--- src/swmm_pkg.sv ---
package swmm_pkg;

	// default sizing of the block
	localparam int WINDOW_MAX_DEF  = 64;
	localparam int SAMPLE_BITS_DEF = 32;

	// fixed field widths of the ports
	localparam int PORT_W = 32;
	localparam int SUM_W  = 64;
	localparam int CFG_W  = 7;

	// window size after reset
	localparam logic [CFG_W-1:0] WS_RESET = 7'd1;

endpackage

--- src/swmm_cell.sv ---
// one cell of the window chain: holds min and max of the newest samples up to its depth
module swmm_cell #(
	parameter int SAMPLE_BITS = swmm_pkg::SAMPLE_BITS_DEF,
	parameter int IW          = 6,
	parameter int POS         = 0
) (
	input  logic                          clk,
	input  logic                          shift_en,
	input  logic signed [SAMPLE_BITS-1:0] sample,
	input  logic signed [SAMPLE_BITS-1:0] prev_min,
	input  logic signed [SAMPLE_BITS-1:0] prev_max,
	input  logic        [IW-1:0]          tap_idx,
	output logic signed [SAMPLE_BITS-1:0] cur_min,
	output logic signed [SAMPLE_BITS-1:0] cur_max,
	output logic signed [SAMPLE_BITS-1:0] tap_min,
	output logic signed [SAMPLE_BITS-1:0] tap_max
);

	logic signed [SAMPLE_BITS-1:0] min_q;
	logic signed [SAMPLE_BITS-1:0] max_q;
	logic                          hit;

	// merge the new sample into the neighbor's span, one deeper
	always_ff @(posedge clk) begin
		if (shift_en) begin
			min_q <= (sample < prev_min) ? sample : prev_min;
			max_q <= (sample > prev_max) ? sample : prev_max;
		end
	end

	assign cur_min = min_q;
	assign cur_max = max_q;

	// drive the result bus only when this depth is the window span
	assign hit     = (tap_idx == IW'(POS));
	assign tap_min = hit ? min_q : '0;
	assign tap_max = hit ? max_q : '0;

endmodule

--- config.mk ---
export PLATFORM = sky130hd
export DESIGN_NAME = swmm_cell
export DESIGN_NICKNAME = d
export VERILOG_FILES = /design/src/swmm_pkg.sv /design/src/swmm_cell.sv
export SDC_FILE = /design/constraint.sdc
export NUM_CORES = 1
export LEC_CHECK = 0
export BUFFER_PORTS_ARGS = -buffer_cell sky130_fd_sc_hd__buf_4
export CORE_MARGIN = 4
export CORE_UTILIZATION = 47
export DETAILED_ROUTE_END_ITERATION = 10
export PLACE_DENSITY = 0.9
export REMOVE_ABC_BUFFERS = 1
export SLEW_MARGIN = 15
export SYNTH_ARGS = -nofsm -noshare
export SYNTH_HDL_FRONTEND = slang
export SYNTH_SLANG_ARGS = --single-unit
--- constraint.sdc ---
create_clock -name clk -period 3.1 [get_ports clk]
set_input_delay 0.31 -clock clk [delete_from_list [all_inputs] [get_ports clk]]
set_output_delay 0.31 -clock clk [all_outputs]
set_load 0.01 [all_outputs]
-- After elaboration in Yosys (flattened, before gate mapping)
Cells that the tools add are included.
- register bits after elaboration: 64
- output and inout port bits: 128
- input port bits: 104
- multiplexer cells: 4
- $lt $le $gt $ge: 2
- reductions and logical operators: 1
- operators with widths (cell ; count):
    two-way mux 32 bit ; 4
    > comparator 32 bit ; 1
    less-than comparator 32 bit ; 1
    zero test 6 bit ; 1

-- Longest topological paths before layout
- word-level depth: 2
- mapped depth: 9
- depth with buffers taken out: 8

-- Worst setup path before layout
Ideal clock, no wire load.
- kind: input to register
- start: input prev_max[18]
- end: register max_q[10] (netlist: cur_max[10]) (data pin)
- path slack: 598 ps
- stages on the path: 9
- library setup time: 260 ps
- arrival time: 2242 ps
- data required time: 2840 ps
- cell sequence: inv_1 > ha_1 > a21o_1 > a221o_1 > a221oi_2 > o211ai_1 > o21ai_2 > buf_6 > mux2_2
- longest elaborated chain between the ends: 2
- RTL lines (element ; line ; RTL):
    start, declared ; swmm_cell.sv:11 ; input logic signed [SAMPLE_BITS-1:0] prev_max,
    > comparator 32 bit ; swmm_cell.sv:27 ; max_q <= (sample > prev_max) ? sample : prev_max;
    two-way mux 32 bit ; swmm_cell.sv:27 ;
    end signal, assigned ; swmm_cell.sv:27 ;
    end, declared ; swmm_cell.sv:20 ; logic signed [SAMPLE_BITS-1:0] max_q;
No other way between the ends.
A chain may end at the register's enable or synchronous reset.

-- Worst setup path after layout
- start: input sample[19]
- end: register max_q[1] (netlist: cur_max[1]) (data pin)
- longest elaborated chain between the ends: 2
- RTL lines (element ; line ; RTL):
    start, declared ; swmm_cell.sv:9 ; input logic signed [SAMPLE_BITS-1:0] sample,
    > comparator 32 bit ; swmm_cell.sv:27 ;
    two-way mux 32 bit ; swmm_cell.sv:27 ;
No other way between the ends.

==> results <==
- The flow ran to the end, and the final reports show no timing, DRC or antenna violations.
- Data on the critical path is required at its endpoint by 3.18 ns.
- The clock tree synthesis step divided the H-tree into 3 levels.
- The via count of the first global-routing pass is 4290.
- From left edge to right edge, the die measures 108 um.
- The path with the worst hold slack has its endpoint at cur_max[7].
- In this run the clock root is driven by a sky130_fd_sc_hd__clkbuf_8.
- Setup repair after global routing left no endpoint under its margin.
- The count of unique library cells instantiated by Yosys is 37.
- The wire length of the first global-routing pass is 20600 um.
- The power after layout is 2580 uW.
- The measured slew at the worst slew-check pin is 0.833 ns.
- For this run, the total global-route usage over all layers was measured as 0.222.
- Summing all flip-flop and latch instances after layout gives 0.00192 mm2.
- The number of antenna violations at the first check in global routing is 0.
- The arrival time of data at the critical path endpoint is 2.58 ns.
- The primary flip-flop cell chosen by synthesis mapping is sky130_fd_sc_hd__edfxtp_1.
- In the synthesized netlist the async set-or-reset flop fraction comes to 0.
- The average wire per cell in the routed design is 16.5 um.
- The final critical-path share of the clock period is 0.805.
- The total of endpoints with negative setup slack in the final report is 0.
- Post-CTS timing repair inserted 0 buffers for setup.
- Entering global routing, the biggest net connects 65 pins.
- The startpoint identified for the worst hold timing path is prev_max[7].
- The total overflow reported by the global router is 0.
- In this run the tool buffered the top-level ports with 231 buffer cells.
- The worst ir drop on vdd is 0.232 mV.
- The leakage power figure is 0.00336 uW.
- The cell count after synthesis came out at 432.
- The startpoint type of the worst setup path is an input pin.
- The total of flip-flops plus latches after synthesis is 64.
- In this run the worst path has a maximum fanout of 13.
- The cell occurring most often along the worst timing path is sky130_fd_sc_hd__buf_4.
- The achievable clock frequency is 401 MHz.
- The maximum count of clock buffers along a single path is 2.
- The worst slew margin relative to its limit is 0.444.
- The largest single stage delay on the critical path is 0.37 ns.
- For this block, the initial DRC count from the detailed router was 167.
- The number of max-slew violations in the final report is 0.
- The placed wire-length estimate after detailed placement is 10800 um.
- Each instance of the synthesized netlist takes up on average 11.0 um2.
- The count of flip-flops with a built-in enable after synthesis is 64.
- The routed design has 13300 um of wire.
- The number of hold violations in the final report is 0.
- The mapped netlist covers 0.00473 mm2.
- In the post-route analysis, the smallest setup slack over all paths is 0.604 ns.
- In the routed layout, each cell is associated on average with a via count of 5.11.
- TritonCTS built the clock tree.
- The filler cell count in the final layout is 681.
- The power per unit of standard cell area is 378 mW/mm2.
- The total die area is 0.0117 mm2.
- The y dimension of the die is 108 um.
- The multi-input gate area in the final layout is 0.00252 mm2.
- The top-level I/O count is 232.
- After detailed routing, the number of remaining DRC violations is 0.
- The congestion estimate from routability-driven global placement came to 0.867.
- The routed layout has 4115 vias.
- The area growth from synthesis to final layout is 44.2%.
- The row count is 36.
- The worst setup path is captured at a register.
- The antenna diode count is 0.
- The worst-path cell with the longest stage delay is sky130_fd_sc_hd__mux2_2.
- The effective utilization at floorplan is 0.484.
- Clock-pin slew was measured on the worst setup and hold paths at 0.08 ns.
- The number of detailed-route iterations in the first pass is 4.
- The tightest min-delay check is of the in2reg type.
- The shortest clock period the worst path allows after layout is 2.50 ns.
- The count of cells along the worst hold path is 2.
- The number of synthesis warnings is 0.
- The signal on the critical path passes through buf_4 > ha_1 > and3_1 > a221o_1 > a221oi_2 > o211ai_1 > o21ai_4 > buf_4 > mux2_2.
- The number of maximum-capacitance constraint violations is 0.
- The tree built by TritonCTS fans out to 64 sinks.
- The sequential-to-total area share from yosys stat is 0.406.
- For this design, the CTS-stage hold fixing added 0 buffers.
- The post-cts resize count is 0.
- In the final layout, the share of cells above drive strength 1 is 0.467.
- The placeable core region is 0.00977 mm2.
- Once detail routing completed, the nets flagged for antenna violations numbered 0.
- Buffers inserted during clock tree synthesis total 9.
- The worst setup path is of the in2reg kind.
- OpenSTA, run right after detailed placement, puts the worst setup slack at 0.263 ns.
- For this run, the post-layout net count is 835.
==> worst max-delay path, delay by kind of cell <==
family	cells	cell delay, ns
buffers and inverters	2	0.38
AOI/OAI and AO/OA	4	0.98
muxes	1	0.37
and+or+nand+nor	1	0.22
adders and majority gates	1	0.30
==> where the power goes <==
part / switching (uW) / internal [uW] / total, uW
Combinational: 340 / 405 / 745
Sequential: 50.5 / 1080 / 1130
Clock: 339 / 367 / 706
Total: 730 / 1850 / 2580
==> flip-flops by register name, summed over array words and instances (netlist names) <==
name	flops
cur_max	32
cur_min	32
==> cell type report <==
| cell class | count | share of cell area |
|---|---|---|
| multi-input combinational | 292 | 0.369 |
| clock inverter | 6 | 0.00880 |
| sequential | 64 | 0.282 |
| timing repair buffer | 237 | 0.263 |
| inverter | 64 | 0.0352 |
| tap | 133 | 0.0244 |
| clock buffer | 10 | 0.0187 |
==> routing by layer <==
layer | vias up | track usage | routed length, um
met5 | - | 0 | 0
met4 | 0 | 0.0685 | 253
met3 | 19 | 0.0400 | 1090
met2 | 172 | 0.395 | 6900
met1 | 1920 | 0.272 | 5090
li1 | 2004 | - | -
==> through the flow <==
step                      instance area (um2)  TNS [ns]  instances  hold WS, ns   util
after floorplan                          4650    -33.36        420        0.422      -
after global placement                   6640         0        790        0.606  0.679
after detailed placement                 6640         0        790        0.614  0.679
after CTS                                6820         0        806        0.256  0.698
after global routing                     6820         0        806        0.265  0.698
final                                    6820         0        806        0.272  0.698
==> logic make-up (layout without fill, tap and decap cells) <==
logic type               Yosys count  in the layout  share of synthesized area
AND/OR/NAND/NOR                  115            115                      0.139
AO/OA/AOI/OAI                     50             50                     0.0693
flip-flops                        64             64                      0.406
buffers and inverters             76            317                     0.0674
multiplexers                      64             64                      0.152
adder cells (fa/ha/maj)           63             63                      0.167
==> Yosys cell counts, drive strengths merged, types with 2 or more instances <==
library cell | count | share of area
nand4 | 9 | 0.012
ha | 63 | 0.17
buf | 6 | 0.012
and2 | 64 | 0.085
clkbuf | 6 | 0.0048
a21o | 4 | 0.0063
a21oi | 20 | 0.021
edfxtp | 64 | 0.41
inv | 64 | 0.051
nor3 | 3 | 0.0032
nor2 | 8 | 0.0063
o211ai | 2 | 0.0032
a211oi | 4 | 0.0063
nor2b | 2 | 0.0026
o21ai | 10 | 0.011
and4 | 2 | 0.0037
nand2 | 17 | 0.013
nor4 | 2 | 0.0026
nand3 | 4 | 0.0042
mux2 | 64 | 0.15
a221oi | 3 | 0.0069
==> placed cells by master (no fill, tap or decap), drive strengths merged, types with 3 or more instances in the layout <==
cell,n
buf,237
inv,64
and2,64
edfxtp,64
mux2,64
ha,63
a21oi,20
nand2,17
clkbuf,10
o21ai,10
nand4,9
nor2,8
a211oi,4
a21o,4
nand3,4
clkinvlp,3
a221oi,3
nor3,3
==> how the worst max path moves through the flow <==
| stage | from | to | slack [ns] | cells after the start |
|---|---|---|---|---|
| final | sample[19] | cur_max[1] | 0.60 | 9 |
| after floorplan | tap_idx[5] | tap_max[0] | -0.44 | 3 |
| after global placement | sample[19] | cur_max[6] | 0.30 | 9 |
| after global routing | sample[19] | cur_max[13] | 0.52 | 9 |
| after CTS | sample[19] | cur_max[1] | 0.61 | 9 |
| after detailed placement | sample[18] | cur_max[1] | 0.26 | 9 |
Note: power is estimated with default switching activity, not from simulation.
